**config.mk**
```make
export PLATFORM = sky130hd
export DESIGN_NAME = gprdz_front
export DESIGN_NICKNAME = d
export VERILOG_FILES = /design/src/rtl/core/gprdz_pkg.sv /design/src/rtl/core/gprdz_front.sv
export SDC_FILE = /design/constraint.sdc
export NUM_CORES = 1
export LEC_CHECK = 0
export ABC_AREA = 1
export BUFFER_PORTS_ARGS = -buffer_cell sky130_fd_sc_hd__buf_2
export CAP_MARGIN = 5
export CORE_AREA = 2 2 99 101
export DETAILED_ROUTE_END_ITERATION = 10
export DIE_AREA = 0 0 101 103
export PLACE_DENSITY_LB_ADDON = 0.15
export RECOVER_POWER = 25
export SLEW_MARGIN = 20
export SYNTH_ARGS = -nofsm -noshare
export SYNTH_HDL_FRONTEND = slang
export SYNTH_SLANG_ARGS = --single-unit
```
**constraint.sdc**
```tcl
create_clock -name clock -period 7.9 [get_ports clock]
set_input_delay 1.58 -clock clock [delete_from_list [all_inputs] [get_ports clock]]
set_output_delay 1.58 -clock clock [all_outputs]
set_load 0.1 [all_outputs]
```
**src/rtl/core/gprdz_pkg.sv**
```systemverilog
`timescale 1ns / 1ps
package gprdz_pkg;

   localparam int SAMPLE_BITS = 16;

   localparam int AXIS_W   = 16;
   localparam int TRIG_W   = 16;
   localparam int DZ_W     = 15;
   localparam int BTN_W    = 16;
   localparam int TOUT_W   = 8;
   localparam int RKEY_W   = 10;
   localparam int LKEY_W   = 6;
   localparam int CSR_IDX_W  = 2;
   localparam int CSR_DATA_W = 16;

   localparam int M2_W    = 2 * AXIS_W;
   localparam int FRAC_X  = 16;
   localparam int RAD_W   = M2_W + FRAC_X;
   localparam int ROOT_W  = RAD_W / 2;
   localparam int DSC_W   = DZ_W + 1;
   localparam int PROD_W  = AXIS_W + ROOT_W;
   localparam int DEN_W   = DSC_W + ROOT_W;
   localparam int NUM_W   = PROD_W + SAMPLE_BITS - 1;
   localparam int Q_W     = SAMPLE_BITS;
   localparam int DIV_W   = DEN_W + Q_W;
   localparam int EXT_W   = Q_W + AXIS_W;
   localparam int DZ_SHIFT = 8;

   localparam logic [Q_W-1:0]   FULL_SCALE = Q_W'((64'd1 << (SAMPLE_BITS - 1)) - 64'd1);
   localparam logic [DSC_W-1:0] ONE_Q15    = DSC_W'(1 << DZ_W);

   localparam int LANE_LAT = ROOT_W + Q_W + 7;

   localparam int FIFO_DEPTH = 2;
   localparam int FIFO_PTR_W = $clog2(FIFO_DEPTH);
   localparam int FIFO_CNT_W = $clog2(FIFO_DEPTH + 1);

   localparam logic [TRIG_W-1:0]     TRIG_DZ_RESET = TRIG_W'(6554);
   localparam logic [DZ_W-1:0]       STICK_DZ_RESET = DZ_W'(4915);
   localparam logic [TOUT_W-1:0]     TRIG_FULL = '1;

   typedef enum logic [CSR_IDX_W-1:0] {
      CSR_TRIG_DZ  = 2'd0,
      CSR_STICK_DZ = 2'd1,
      CSR_RS_EN    = 2'd2
   } csr_index_type;

   typedef struct packed {
      logic                     ok;
      logic [BTN_W-1:0]         buttons;
      logic [TOUT_W-1:0]        rtrig;
      logic [TOUT_W-1:0]        ltrig;
   } side_type;

   typedef struct packed {
      side_type                 side;
      logic signed [AXIS_W-1:0] lx;
      logic signed [AXIS_W-1:0] ly;
      logic signed [AXIS_W-1:0] rx;
      logic signed [AXIS_W-1:0] ry;
      logic                     lzero;
      logic                     rzero;
   } item_type;

   typedef struct packed {
      logic              xn;
      logic              yn;
      logic              zero;
      logic [AXIS_W-1:0] ax;
      logic [AXIS_W-1:0] ay;
      logic [DZ_W-1:0]   dz;
   } carry_type;

   typedef struct packed {
      logic xn;
      logic yn;
      logic zero;
      logic ovfx;
      logic ovfy;
   } dcarry_type;

endpackage

```
**src/rtl/core/gprdz_front.sv**
```systemverilog
`timescale 1ns / 1ps
module gprdz_front import gprdz_pkg::*; (
   input  logic                     clock,
   input  logic                     reset,
   input  logic                     in_valid,
   output logic                     in_ready,
   input  logic                     frame_valid,
   input  logic [TRIG_W-1:0]        right_trigger,
   input  logic [TRIG_W-1:0]        left_trigger,
   input  logic [RKEY_W-1:0]        right_keys,
   input  logic [LKEY_W-1:0]        left_keys,
   input  logic signed [AXIS_W-1:0] left_x,
   input  logic signed [AXIS_W-1:0] left_y,
   input  logic signed [AXIS_W-1:0] right_x,
   input  logic signed [AXIS_W-1:0] right_y,
   input  logic [TRIG_W-1:0]        trig_dz,
   input  logic                     rs_en,
   input  logic                     push_ready,
   output logic                     push_valid,
   output item_type                 push_item
);

   logic     valid_ff, valid_in;
   item_type item_ff, item_in;
   logic     load;

   assign in_ready   = !valid_ff || push_ready;
   assign load       = in_valid && in_ready;
   assign push_valid = valid_ff;
   assign push_item  = item_ff;

   always_comb begin
      item_in = '0;
      item_in.lzero = 1'b1;
      item_in.rzero = 1'b1;
      if (frame_valid) begin
         item_in.side.ok = 1'b1;
         item_in.side.rtrig = (right_trigger > trig_dz) ? TRIG_FULL : '0;
         item_in.side.ltrig = (left_trigger > trig_dz) ? TRIG_FULL : '0;
         item_in.side.buttons = {right_keys[5], right_keys[4], right_keys[3], right_keys[2],
                                 2'b00, right_keys[0], left_keys[0],
                                 right_keys[1], left_keys[1], 2'b00,
                                 right_keys[9] | left_keys[5], right_keys[8] | left_keys[4],
                                 right_keys[7] | left_keys[3], right_keys[6] | left_keys[2]};
         item_in.lx = left_x;
         item_in.ly = left_y;
         item_in.rx = right_x;
         item_in.ry = right_y;
         item_in.lzero = 1'b0;
         item_in.rzero = !rs_en;
      end
   end

   always_comb begin
      valid_in = valid_ff;
      if (load) begin
         valid_in = 1'b1;
      end else if (push_ready) begin
         valid_in = 1'b0;
      end
   end

   always_ff @(posedge clock) begin
      if (reset) begin
         valid_ff <= 1'b0;
      end else begin
         valid_ff <= valid_in;
      end
   end

   always_ff @(posedge clock) begin
      if (load) begin
         item_ff <= item_in;
      end
   end

endmodule

```
Word level (Yosys, flattened, before mapping) --
Index checks and enable logic that the tools add are counted.
Word-level totals: output and inout bits 101, logic and storage cells 28, input bits 134, register bits after elaboration 100
Cells by class: bitwise gates (word level) 4, magnitude comparators 2, reductions and logical operators 5, multiplexer cells 5
Operators by type and width (count):
- $mux 99 | 1
- $gt 16x16->1 | 2
- $mux 8 | 2
- $or 1x1->1 | 4
- $logic_not 1->1 | 2
- $mux 1 | 2
- $reduce_bool 2->1 | 1
- $logic_and 1x1->1 | 1
- $logic_or 1x1->1 | 1

Logic depth before layout (Yosys ltp) --
depth after elaboration 4, mapped depth 11, mapped depth without buffers 11

Worst setup path before layout --
OpenSTA, ideal clock, no wires.
path kind input to register, start point input in_valid, end point register item_ff (netlist bit push_item[0]), enable pin, library setup time 0.546 ns, arrival 5.540 ns, data required time 7.354 ns, setup slack 1.813 ns, path buffers 0, stages on the path 2, cells stage by stage inv_1 a21oi_1
On the way: longest elaborated chain between the ends 1
Ends and longest elaborated chain:
- start: declaration | line gprdz_front.sv:5 | input logic in_valid,
- $logic_and 1x1->1 | line gprdz_front.sv:28 | assign load = in_valid && in_ready;
- via load | line gprdz_front.sv:25 | logic load;
- end signal: assignment | line gprdz_front.sv:73 | item_ff <= item_in;
- end: declaration | line gprdz_front.sv:24 | item_type item_ff, item_in;
The timed path passes the listed nets, and every way through them passes these cells. A chain may end at the register's enable or synchronous reset.

==> results.cfg <==
[critical_path]
worstPathMaxFanout = 77
startpoint_type = input port
cp.arrival_ns = 4.28
cp_data_required_time_ns = 7.83
critical_path_class = input port to register
end_kind = register

[global_routing]
grt_pass1_wl_um = 13220
antenna_found_initial = 1
grt_max_degree = 82
grt_overflow = 0
track_usage = 0.1668
first_global_vias = 2984

[pwr]
p_clk_frac = 0.226
power_density_nw_per_um2 = 219.9
p_leak_nw = 3.146
p_int_mw = 0.7049
seqPwrFrac = 0.441
swShare = 0.4019
combPwrFrac = 0.333
switching_power_mw = 0.4736
peakVddDrop_uv = 81.85

[sta]
finalCritPeriodShare = 0.5507
hold_ws_ns = 0.5517
fmax_mhz = 229.8
setup_tns_ns = 0
final_max_slew_viol_count = 78
worst_slew_pin_slew_ns = 3.119
relSlewSlack = -1.079
worst_slack_ns = 3.549
setup_viol = 0
post-route-min-period_ns = 4.351
rsz0062_at_grt = false
finalClockSkew_ns = 0.007252
final_hold_viol_count = 0

[cts]
postCtsHoldBufs = 0
cts_buffers = 9
htreeDepth = 3
cts_setup_buffers = 0
clock_path_buffers = 2
numClockSinks = 82
cts-root-buf = clkbuf_8
post_cts_resized = 0
clock_latency_ns = 0.34
cts_tree = yes
cts.reportedPaths.clkPinSlew_ns = 0.08

[logic_synthesis]
synthDistinctLibCells = 14
ys_warn_count = 0
yosys_register_bits = 82
synth-main-ff-cell = edfxtp_1
synthCells = 397
syn_area_um2 = 4043
synth_top_cells_by_count = nand2_1 (110), inv_1 (102), edfxtp_1 (81)
async_reset_ff_frac = 0
synth.most_common_cell = nand2_1
ys_seq_area_frac = 0.6066
synth_area_leaders = edfxtp_1 (60%), nand2_1 (10%), ha_1 (9.9%)
yosys.area.top_type = edfxtp_1
synth_edf_count = 81
synth_top_area_share = 0.6017
synth_area_per_cell_um2 = 10.18

[detailed_routing]
wl_per_cell_um = 12.24
drt_iter0_drc = 103
drc = 0
wl_um = 9018
ant_nets = 0
avgViaCountPerCell = 4.307
num_vias = 3174
dr.pass1.iters = 4

[die]
placementRows = 36
die_area_um2 = 10400
chipHeight_um = 103
start_util = 0.4274
die-width_um = 101
core_um2 = 9459
ios = 235

[place]
place_congestion = 0.8297
hpwl_um = 6976
dp_slack_ns = 4.091
placed_cell_area_um2 = 5189
port-buffer-count = 230

[final_layout]
area_growth_pct = 32.56
multiInputGateArea_um2 = 1045
drive_above_1_share = 0.3955
final_nets = 783
fillCellCount = 882
ff_latch_area_um2 = 2452
fin_area_um2 = 5359

[run_status]
status = finished with violations
violations = max-capacitance violations, max-slew violations

[run]
maxCapViolations = 1

[hold_path]
worst_hold_path_type = register to register
==> area by class of cell <==
class                   instances  share of cell area
flip-flops and latches         82              0.4576
repair buffers                232              0.2169
multi-input cells             190              0.1950
inverters                     102             0.07145
clock buffers                  12             0.02708
well taps                     114             0.02662
clock inverters                 4            0.004903
diodes                          1           0.0004670
==> critical path: stages <==
cell and delay, ns:
buf_2 0.07, clkbuf_1 2.19, inv_1 0.41
==> final timing paths <==
kind	from	endpoint	slack [ns]	cells after the start
worst min register to register	push_valid$_SDFFE_PP0P_	push_valid$_SDFFE_PP0P_	0.55	2
worst min-delay path	push_valid$_SDFFE_PP0P_	push_valid$_SDFFE_PP0P_	0.55	2
worst max register to register	push_valid$_SDFFE_PP0P_	push_item[44]$_SDFFCE_PN0P_	6.18	2
worst max-delay path	frame_valid	push_item[1]$_DFFE_PP_	3.55	3
==> cell usage in the layout, fill, tap and decap left out, drive strengths merged <==
master    netlist  layout
a21oi          16      16
clkinv          0       2
buf            26     231
diode           0       1
nor2           18      18
nand2         110     110
nand3           2       2
conb            1       4
a21o            2       2
o21ai           4       4
edfxtp         81      81
clkbuf          0      13
nand4           2       2
dfxtp           1       1
clkinvlp        0       1
ha             32      32
inv           102     103
==> cells by family (layout without fill, tap and decap cells) <==
logic type | after synthesis | count (layout) | synth area share
AOI/OAI and AO/OA | 22 | 22 | 0.02847
adders and majority gates | 32 | 32 | 0.09904
buffers and inverters | 128 | 350 | 0.1405
DFF | 82 | 82 | 0.6066
other | 1 | 5 | 0.0009276
and+or+nand+nor | 132 | 132 | 0.1244
==> metal layers <==
layer,vias to the layer above,share of wire,global-route usage
li1,1649,-,-
met1,1370,0.38,0.1836
met2,138,0.52,0.2985
met3,17,0.083,0.04610
met4,0,0.025,0.08108
met5,-,0,0
==> power groups by stage <==
stage / combinational, mW / sequential [mW] / clock, mW
2_1_floorplan: 0.120 / 0.734 / 0
3_5_place_dp: 0.393 / 0.530 / 0
4_1_cts: 0.393 / 0.520 / 0.278
6_report: 0.392 / 0.520 / 0.267
5_1_grt: 0.414 / 0.523 / 0.294
3_3_place_gp: 0.388 / 0.529 / 0
==> per-stage QoR <==
| step | std cells | power, mW | util |
|---|---|---|---|
| floorplan | 400 | 0.8545 | - |
| global placement | 720 | 0.9171 | 0.5485 |
| detailed placement | 720 | 0.9225 | 0.5485 |
| CTS | 736 | 1.192 | 0.5667 |
| global route | 736 | 1.232 | 0.5663 |
| finish | 737 | 1.179 | 0.5665 |
==> state kept, by name, summed over array words and instances (netlist names) <==
name	count
push_item	81
push_valid	1
No activity file was read; power rests on OpenSTA's default activity.
