### config.mk
export PLATFORM = sky130hd
export DESIGN_NAME = gprdz_fifo
export DESIGN_NICKNAME = d
export VERILOG_FILES = /design/src/rtl/core/gprdz_pkg.sv /design/src/rtl/core/gprdz_fifo.sv
export SDC_FILE = /design/constraint.sdc
export NUM_CORES = 1
export LEC_CHECK = 0
export ABC_AREA = 1
export ABC_CLOCK_PERIOD_IN_PS = 11670
export BUFFER_PORTS_ARGS = -buffer_cell sky130_fd_sc_hd__buf_2
export CAP_MARGIN = 10
export CORE_ASPECT_RATIO = 1.25
export CORE_MARGIN = 4
export CORE_UTILIZATION = 50
export DETAILED_ROUTE_END_ITERATION = 10
export PLACE_DENSITY = 0.88
export SYNTH_ARGS = -nofsm -noshare
export SYNTH_HDL_FRONTEND = slang
export SYNTH_SLANG_ARGS = --single-unit
### constraint.sdc
create_clock -name clock -period 11.67 [get_ports clock]
set_clock_uncertainty 0.05 [all_clocks]
set_input_delay 1.167 -clock clock [delete_from_list [all_inputs] [get_ports clock]]
set_output_delay 1.167 -clock clock [all_outputs]
set_load 0.02 [all_outputs]
### src/rtl/core/gprdz_pkg.sv
`timescale 1ns / 1ps
package gprdz_pkg;

   localparam int SAMPLE_BITS = 16;

   localparam int AXIS_W   = 16;
   localparam int TRIG_W   = 16;
   localparam int DZ_W     = 15;
   localparam int BTN_W    = 16;
   localparam int TOUT_W   = 8;
   localparam int RKEY_W   = 10;
   localparam int LKEY_W   = 6;
   localparam int CSR_IDX_W  = 2;
   localparam int CSR_DATA_W = 16;

   localparam int M2_W    = 2 * AXIS_W;
   localparam int FRAC_X  = 16;
   localparam int RAD_W   = M2_W + FRAC_X;
   localparam int ROOT_W  = RAD_W / 2;
   localparam int DSC_W   = DZ_W + 1;
   localparam int PROD_W  = AXIS_W + ROOT_W;
   localparam int DEN_W   = DSC_W + ROOT_W;
   localparam int NUM_W   = PROD_W + SAMPLE_BITS - 1;
   localparam int Q_W     = SAMPLE_BITS;
   localparam int DIV_W   = DEN_W + Q_W;
   localparam int EXT_W   = Q_W + AXIS_W;
   localparam int DZ_SHIFT = 8;

   localparam logic [Q_W-1:0]   FULL_SCALE = Q_W'((64'd1 << (SAMPLE_BITS - 1)) - 64'd1);
   localparam logic [DSC_W-1:0] ONE_Q15    = DSC_W'(1 << DZ_W);

   localparam int LANE_LAT = ROOT_W + Q_W + 7;

   localparam int FIFO_DEPTH = 2;
   localparam int FIFO_PTR_W = $clog2(FIFO_DEPTH);
   localparam int FIFO_CNT_W = $clog2(FIFO_DEPTH + 1);

   localparam logic [TRIG_W-1:0]     TRIG_DZ_RESET = TRIG_W'(6554);
   localparam logic [DZ_W-1:0]       STICK_DZ_RESET = DZ_W'(4915);
   localparam logic [TOUT_W-1:0]     TRIG_FULL = '1;

   typedef enum logic [CSR_IDX_W-1:0] {
      CSR_TRIG_DZ  = 2'd0,
      CSR_STICK_DZ = 2'd1,
      CSR_RS_EN    = 2'd2
   } csr_index_type;

   typedef struct packed {
      logic                     ok;
      logic [BTN_W-1:0]         buttons;
      logic [TOUT_W-1:0]        rtrig;
      logic [TOUT_W-1:0]        ltrig;
   } side_type;

   typedef struct packed {
      side_type                 side;
      logic signed [AXIS_W-1:0] lx;
      logic signed [AXIS_W-1:0] ly;
      logic signed [AXIS_W-1:0] rx;
      logic signed [AXIS_W-1:0] ry;
      logic                     lzero;
      logic                     rzero;
   } item_type;

   typedef struct packed {
      logic              xn;
      logic              yn;
      logic              zero;
      logic [AXIS_W-1:0] ax;
      logic [AXIS_W-1:0] ay;
      logic [DZ_W-1:0]   dz;
   } carry_type;

   typedef struct packed {
      logic xn;
      logic yn;
      logic zero;
      logic ovfx;
      logic ovfy;
   } dcarry_type;

endpackage

### src/rtl/core/gprdz_fifo.sv
`timescale 1ns / 1ps
module gprdz_fifo import gprdz_pkg::*; (
   input  logic     clock,
   input  logic     reset,
   input  logic     push,
   input  item_type push_item,
   output logic     not_full,
   input  logic     pop,
   output logic     not_empty,
   output item_type head
);

   item_type                mem_ff [FIFO_DEPTH];
   logic [FIFO_PTR_W-1:0]   wr_ff, wr_in, rd_ff, rd_in;
   logic [FIFO_CNT_W-1:0]   cnt_ff, cnt_in;
   logic                    do_push, do_pop;

   assign not_full  = cnt_ff != FIFO_CNT_W'(FIFO_DEPTH);
   assign not_empty = cnt_ff != '0;
   assign do_push   = push && not_full;
   assign do_pop    = pop && not_empty;
   assign head      = mem_ff[rd_ff];

   always_comb begin
      wr_in  = wr_ff;
      rd_in  = rd_ff;
      cnt_in = cnt_ff;
      if (do_push) begin
         wr_in = (wr_ff == FIFO_PTR_W'(FIFO_DEPTH - 1)) ? '0 : wr_ff + 1'b1;
      end
      if (do_pop) begin
         rd_in = (rd_ff == FIFO_PTR_W'(FIFO_DEPTH - 1)) ? '0 : rd_ff + 1'b1;
      end
      if (do_push && !do_pop) begin
         cnt_in = cnt_ff + 1'b1;
      end else if (do_pop && !do_push) begin
         cnt_in = cnt_ff - 1'b1;
      end
   end

   always_ff @(posedge clock) begin
      if (reset) begin
         wr_ff  <= '0;
         rd_ff  <= '0;
         cnt_ff <= '0;
      end else begin
         wr_ff  <= wr_in;
         rd_ff  <= rd_in;
         cnt_ff <= cnt_in;
      end
   end

   always_ff @(posedge clock) begin
      if (do_push) begin
         mem_ff[wr_ff] <= push_item;
      end
   end

endmodule

# == Word level (Yosys, flattened, before mapping) ==
# Memories as Yosys holds them, arrays and structs flattened. A register that Yosys moved wholly into a read port is not among the register bits.
# Cells that the tools add are included.
# word_totals
reg_bits,4
out_inout_bits,101
ram_bits,198
n_memories,1
# classes
n_mux,8
n_eq_ne,1
n_addsub,4
reduce_logical,8
# mem_list
name,depth,width,rd,rd_ports_with_merged_regs,wr,line_no,source
mem_ff,2,99,1,1,1,gprdz_fifo.sv:13,item_type mem_ff [FIFO_DEPTH];
# ops
operator,n
$mux W1,6
$logic_and A1 B1 Y1,4
$mux W2,2
$reduce_bool A2 Y1,2
$add A1 B1 Y1 const B,2
$add A2 B1 Y2 const B,1
$logic_not A1 Y1,2
$ne A2 B2 Y1 const B,1
$sub A2 B1 Y2 const B,1

# == Depth between registers and ports, before layout ==
# Gate-level depths: netlist (run 1).
# depth
depth_word,6
ltp_mapped,11

# == Least setup slack after synthesis (run 1) ==
# OpenSTA, ideal clock, no wires.
# synth_timing
kind,input to register
start,in push
end,"mem mem_ff[0][0] (netlist name), enable pin"
required_ns,11.062
path_stages,2
arrival_time_ns,5.386
path_slack_ns,5.676
cell_sequence,nand2_1 nor2_1
# synth_via
elab_chain_cells,3
# synth_lines
item,line_no,source
start: declaration,gprdz_fifo.sv:5,"input logic push,"
$logic_and A1 B1 Y1,gprdz_fifo.sv:20,assign do_push = push && not_full;
$mux W1,gprdz_fifo.sv:54,if (do_push) begin
$mux W1 (implied by the code),gprdz_fifo.sv:55,mem_ff[wr_ff] <= push_item;
end: declaration,gprdz_fifo.sv:13,
# No other way between the ends.

==> results of run 1 <==
[layer usage]
layer,vias to the layer above,share of wire
met2,150,0.53
met5,-,0
li1,1792,-
met4,0,0.021
met3,25,0.083
met1,1859,0.37
[Yosys cell counts (all sizes together)]
| cell type | n |
|---|---|
| buf | 11 |
| inv | 8 |
| nand2 | 9 |
| mux2 | 99 |
| nand3 | 2 |
| edfxtp | 198 |
| ha | 1 |
| a21oi | 2 |
| o21ai | 2 |
| nand4 | 1 |
| nor2 | 7 |
| dfxtp | 5 |
[layout make-up]
cell class | instances | share of cell area
multi-input cells | 123 | 0.1378
repair buffers | 208 | 0.1138
well taps | 178 | 0.02405
clock buffers | 24 | 0.05797
flip-flops and latches | 203 | 0.6533
inverters | 8 | 0.003243
diodes | 1 | 0.0002702
clock inverters | 12 | 0.009593
[cells in the final DEF, fill, tap and decap left out, types with 5 or more instances in the layout]
cell type	synthesis	routed
mux2_2	89	89
buf_4	0	5
nor2_1	7	5
nand2_1	9	9
edfxtp_1	198	198
inv_1	8	8
clkbuf_16	0	21
mux2_4	10	10
buf_2	8	203
[final timing paths]
kind / from / end / cells after the start
setup / recovery: flip-flop / head[92] / 3
hold / removal: wr_ff / wr_ff / 2
setup reg to reg: cnt_ff[0] / mem_ff[0][42] / 6
hold reg to reg: wr_ff / wr_ff / 2
[sequential cells by signal, summed over array words and instances, names as in the netlist, named ones only]
name	cells
wr_ff	1
rd_ff	1
mem_ff	198
cnt_ff	2
[per-stage QoR]
step	std cells	cell area (µm²)	power, µW	hold WS, ns
finish	757	9260	2064	0.5111
floorplan	345	7411	1331	0.4145
detailed placement	720	8632	1488	0.4872
global placement	720	8632	1468	0.4365
global route	756	9258	2164	0.5585
CTS	756	9258	2092	0.5072
[cells by family after synthesis]
family / count (synthesis) / share of synthesized area
buf+inv: 19 / 0.01401
fa+ha+maj: 1 / 0.001688
mux: 99 / 0.1555
compound gates: 4 / 0.002701
simple gates: 19 / 0.01030
flops: 203 / 0.8158
[critical path, delay by kind of cell (launching register included)]
kind	cells	cell delay, ns
DFF	1	0.68
muxes	1	0.43
buffers and inverters	2	0.87
[where the power goes]
part	switching, µW	internal, µW	total (µW)
Clock	247	351	598
Combinational	308	197	505
Sequential	38.2	923	961
==> flow_metrics.py, run 1 <==
metrics = {
    "cells_and_area": {
        "final_nets": 668,
        "post-route-util": 0.6400,
        "drive_gt1_frac": 0.5865,
        "area_growth_pct": 24.95,
        "ff_latch_area_um2": 6050,
        "multiInputGateArea_um2": 1276,
        "nFillCells": 1010,
    },
    "yosys": {
        "synth_nets": 449,
        "seq_area_frac_synth": 0.8158,
        "synth_top_area_cell": "edfxtp_1",
        "ys_seq_elements": 203,
        "avgSynthCellArea_um2": 21.48,
        "postSynthCellCount": 345,
        "yosysWarnings": 0,
        "synth_area_leaders": "edfxtp_1 (80%), mux2_2 (14%), mux2_4 (2.0%), dfxtp_1 (1.4%), buf_2 (0.54%)",
        "ys_types": 14,
        "synth_top_area_frac": 0.8023,
        "synth_area_um2": 7411,
    },
    "place": {
        "place_congestion": 0.7273,
        "post-place-ws_ns": 8.388,
        "port_buffers": 203,
        "dp_hpwl_um": 9396,
    },
    "status": {
        "status": "completed",
    },
    "drt": {
        "wirelength_um": 13930,
        "drt_iter0_markers": 247,
        "ant_nets": 0,
        "first_pass_iters": 6,
        "post_drt_wl_per_cell_um": 18.41,
        "avgViaCountPerCell": 5.054,
        "drc": 0,
        "num_vias": 3826,
    },
    "floorplan": {
        "core_area_um2": 14470,
        "rows": 49,
        "start_util": 0.5122,
        "die_area_um2": 16850,
        "die_x_um": 116.9,
        "chipHeight_um": 144.1,
        "ios": 204,
    },
    "timing": {
        "rsz0062_at_grt": "false",
        "relSlewSlack": 0.4547,
        "fin_crit_sh": 0.3220,
        "hold_viol": 0,
        "fmaxAchievable_ghz": 0.2661,
        "tightest_slew_ns": 0.8179,
        "setup-tns-final_ns": 0,
        "fin_crit_ns": 3.758,
        "worst_slack_ns": 7.912,
        "drv_slew": 0,
        "finalSetupViolations": 0,
    },
    "clocking": {
        "clk_pin_slew_ns": 0.06,
        "numCtsBuffers": 20,
        "post-cts-setup-buffers": 0,
        "tritoncts": "done",
        "root_buffer": "clkbuf_16",
        "cts_sinks": 203,
        "cts_max_level": 1,
        "clk_path_buf_depth": 3,
        "ctsHoldBuffers": 0,
        "cts_resized": 0,
        "insertion_delay_ns": 0.47,
    },
    "setup_path": {
        "worst_setup_path_end_kind": "output pin",
        "crit_type": "reg2out",
        "crit_slowest_cell": "buf_4",
        "cp.required_ns": 10.45,
        "worstPathCellList": "buf_4 > mux2_2 > buf_2",
        "setup.worst_path.start_class": "flip-flop",
        "max_stage_delay_ns": 0.71,
        "arrival_ns": 2.54,
        "path_max_fanout": 59,
        "r2r_setup_slack_ns": 9.16,
    },
    "grt": {
        "grtUsageMet2": 0.2847,
        "grtUsageMet3": 0.05065,
        "grt_antenna_before_repair": 0,
        "grt_use_total": 0.1626,
        "busiest_layer": "met2",
        "grt_overflow": 0,
        "use_met1": 0.1913,
        "first_global_vias": 4221,
        "grt_max_degree": 60,
        "grt_pass1_wl_um": 21360,
    },
    "flow_run": {
        "drv_cap": 0,
    },
    "power_and_ir_drop": {
        "leakage_uw": 0.003504,
        "ir_worst_vdd_uv": 168.4,
        "p_per_area_nw_per_um2": 222.9,
    },
    "min_path": {
        "hp-class": "reg2reg",
    },
}
(Power assumes the default switching activity.)
==> run 2, diff against run 1 <==
- ABC_CLOCK_PERIOD_IN_PS: 11670 -> 3000
- CORE_UTILIZATION: 50 -> 47
- PLACE_DENSITY: 0.88 -> 0.87
- clock period: 11.67 -> 3 ns (I/O delays scaled with it)
==> flow_metrics.py, run 2 (same netlist as run 1, synthesis figures left out) <==
metrics = {
    "status": {
        "status": "completed",
    },
    "power_and_ir_drop": {
        "leakage_uw": 0.003922,
        "switching_power_uw": 2359,
        "power_frac_comb": 0.261,
        "totalPowerFinal_uw": 8171,
        "switching_share": 0.2887,
        "clkPwrFrac": 0.284,
        "ir_worst_vdd_uv": 501.6,
        "p_per_area_nw_per_um2": 793.9,
        "p_int_uw": 5813,
        "p_seq_frac": 0.455,
    },
    "timing": {
        "fmaxAchievable_ghz": 0.4093,
        "setup-tns-final_ns": 0,
        "tightest_slew_ns": 0.8541,
        "fin_crit_ns": 2.443,
        "drv_slew": 0,
        "timing.hold.ws_ns": 0.03358,
        "worst_slack_ns": 0.5571,
        "relSlewSlack": 0.4306,
        "hold_viol": 0,
        "fin_crit_sh": 0.8143,
        "rsz0062_at_grt": "false",
        "finalSetupViolations": 0,
    },
    "cells_and_area": {
        "final_cell_mix": "buf_2 (203), edfxtp_1 (198), dlygate4sd3_1 (98)",
        "final_nets": 768,
        "largest_register_ffs": 198,
        "regMostFlops": "mem_ff",
        "area_growth_pct": 38.88,
        "final_common_cell": "buf_2",
        "drive_gt1_frac": 0.5000,
        "top_regs": "mem_ff x198, cnt_ff x2",
        "post-route-util": 0.6638,
    },
    "place": {
        "port_buffers": 203,
        "place_congestion": 0.7109,
        "dp_hpwl_um": 9705,
        "post-place-ws_ns": 1.017,
    },
    "setup_path": {
        "max_stage_delay_ns": 0.51,
        "worst_setup_path_end_kind": "output pin",
        "path_max_fanout": 40,
        "setup.worst_path.start_class": "flip-flop",
        "worstPathCellList": "buf_4 > mux2_2 > buf_2",
        "crit_buf_inv": 2,
        "cp.required_ns": 2.65,
        "arrival_ns": 2.09,
        "crit_slowest_cell": "dfxtp_4",
        "crit_type": "reg2out",
        "cp_top_family": "buffers and inverters",
    },
    "min_path": {
        "hp-class": "in2reg",
    },
    "clocking": {
        "clk_path_buf_depth": 3,
        "cts_sinks": 203,
        "clk_pin_slew_ns": 0.06,
        "insertion_delay_ns": 0.47,
        "root_buffer": "clkbuf_16",
        "cts_max_level": 1,
        "numCtsBuffers": 20,
        "cts_resized": 0,
        "tritoncts": "done",
    },
    "floorplan": {
        "ios": 204,
        "core_area_um2": 15510,
        "rows": 51,
        "start_util": 0.4779,
        "die_area_um2": 17850,
        "die_x_um": 120.3,
        "chipHeight_um": 148.4,
    },
    "grt": {
        "first_global_vias": 4847,
        "grt_overflow": 0,
        "grt_use_total": 0.1793,
        "grt_max_degree": 63,
        "grt_antenna_before_repair": 1,
        "grt_pass1_wl_um": 25070,
    },
    "drt": {
        "wirelength_um": 16180,
        "ant_nets": 0,
        "drt_iter0_markers": 267,
        "avgViaCountPerCell": 4.820,
        "post_drt_wl_per_cell_um": 18.14,
        "drc": 0,
        "num_vias": 4299,
        "first_pass_iters": 4,
    },
    "flow_run": {
        "drv_cap": 0,
    },
}
run 2: cell count changes in the layout (fill, tap and decap cells not counted):
cell,previous run,this run
clkinvlp_4,2,1
buf_4,5,7
dlygate4sd3_1,0,98
clkbuf_1,3,5
clkinv_4,1,0
diode_2,1,2
run 2: final timing paths:
kind	start	endpoint	slack, ns	cells past startpoint
min reg2reg	wr_ff	wr_ff	0.49	2
min	push_item[84]	mem_ff[0][84]	0.03	1
max	flip-flop	head[21]	0.56	3
max reg2reg	cnt_ff[0]	mem_ff[1][23]	1.02	5
run 2: per-stage QoR:
step                      instances  instance area, µm²
after detailed placement        756                8690
after global placement          756                8690
after CTS                       890               10290
after floorplan                 345                7416
final                           892               10290
after global routing            891               10290
run 2: power by group through the flow:
stage	combinational, µW	clock, µW	sequential [µW]
floorplan	1410	0	3730
global placement	1970	0	3750
detailed placement	2020	0	3780
CTS	2140	2370	3720
global route	2270	2520	3750
finish	2130	2320	3720
run 2: per-layer routing:
| metal | vias up | part of all wire | global-route usage | routed length, µm |
|---|---|---|---|---|
| met2 | 168 | 0.56 | 0.3443 | 9064 |
| met4 | 0 | 0.021 | 0.05442 | 336 |
| met1 | 2104 | 0.35 | 0.1936 | 5711 |
| met3 | 32 | 0.066 | 0.04298 | 1072 |
| li1 | 1995 | - | - | - |
| met5 | - | 0 | 0 | 0 |
run 2: repair_timing:
item | 4_1_cts | 5_1_grt
hold buffers | 98 | 0
hold endpoints to repair | 196 | 0
buffers inserted | 0 | 0
run 2: final cells by class:
cell class	instances	area (µm²)
timing repair buffer	308	2049
tap	212	265.3
inverter	8	30.03
antenna	2	5.005
clock buffer	26	544.3
multi-input combinational	123	1276
sequential	203	6050
fill	1031	5214
clock inverter	10	72.57
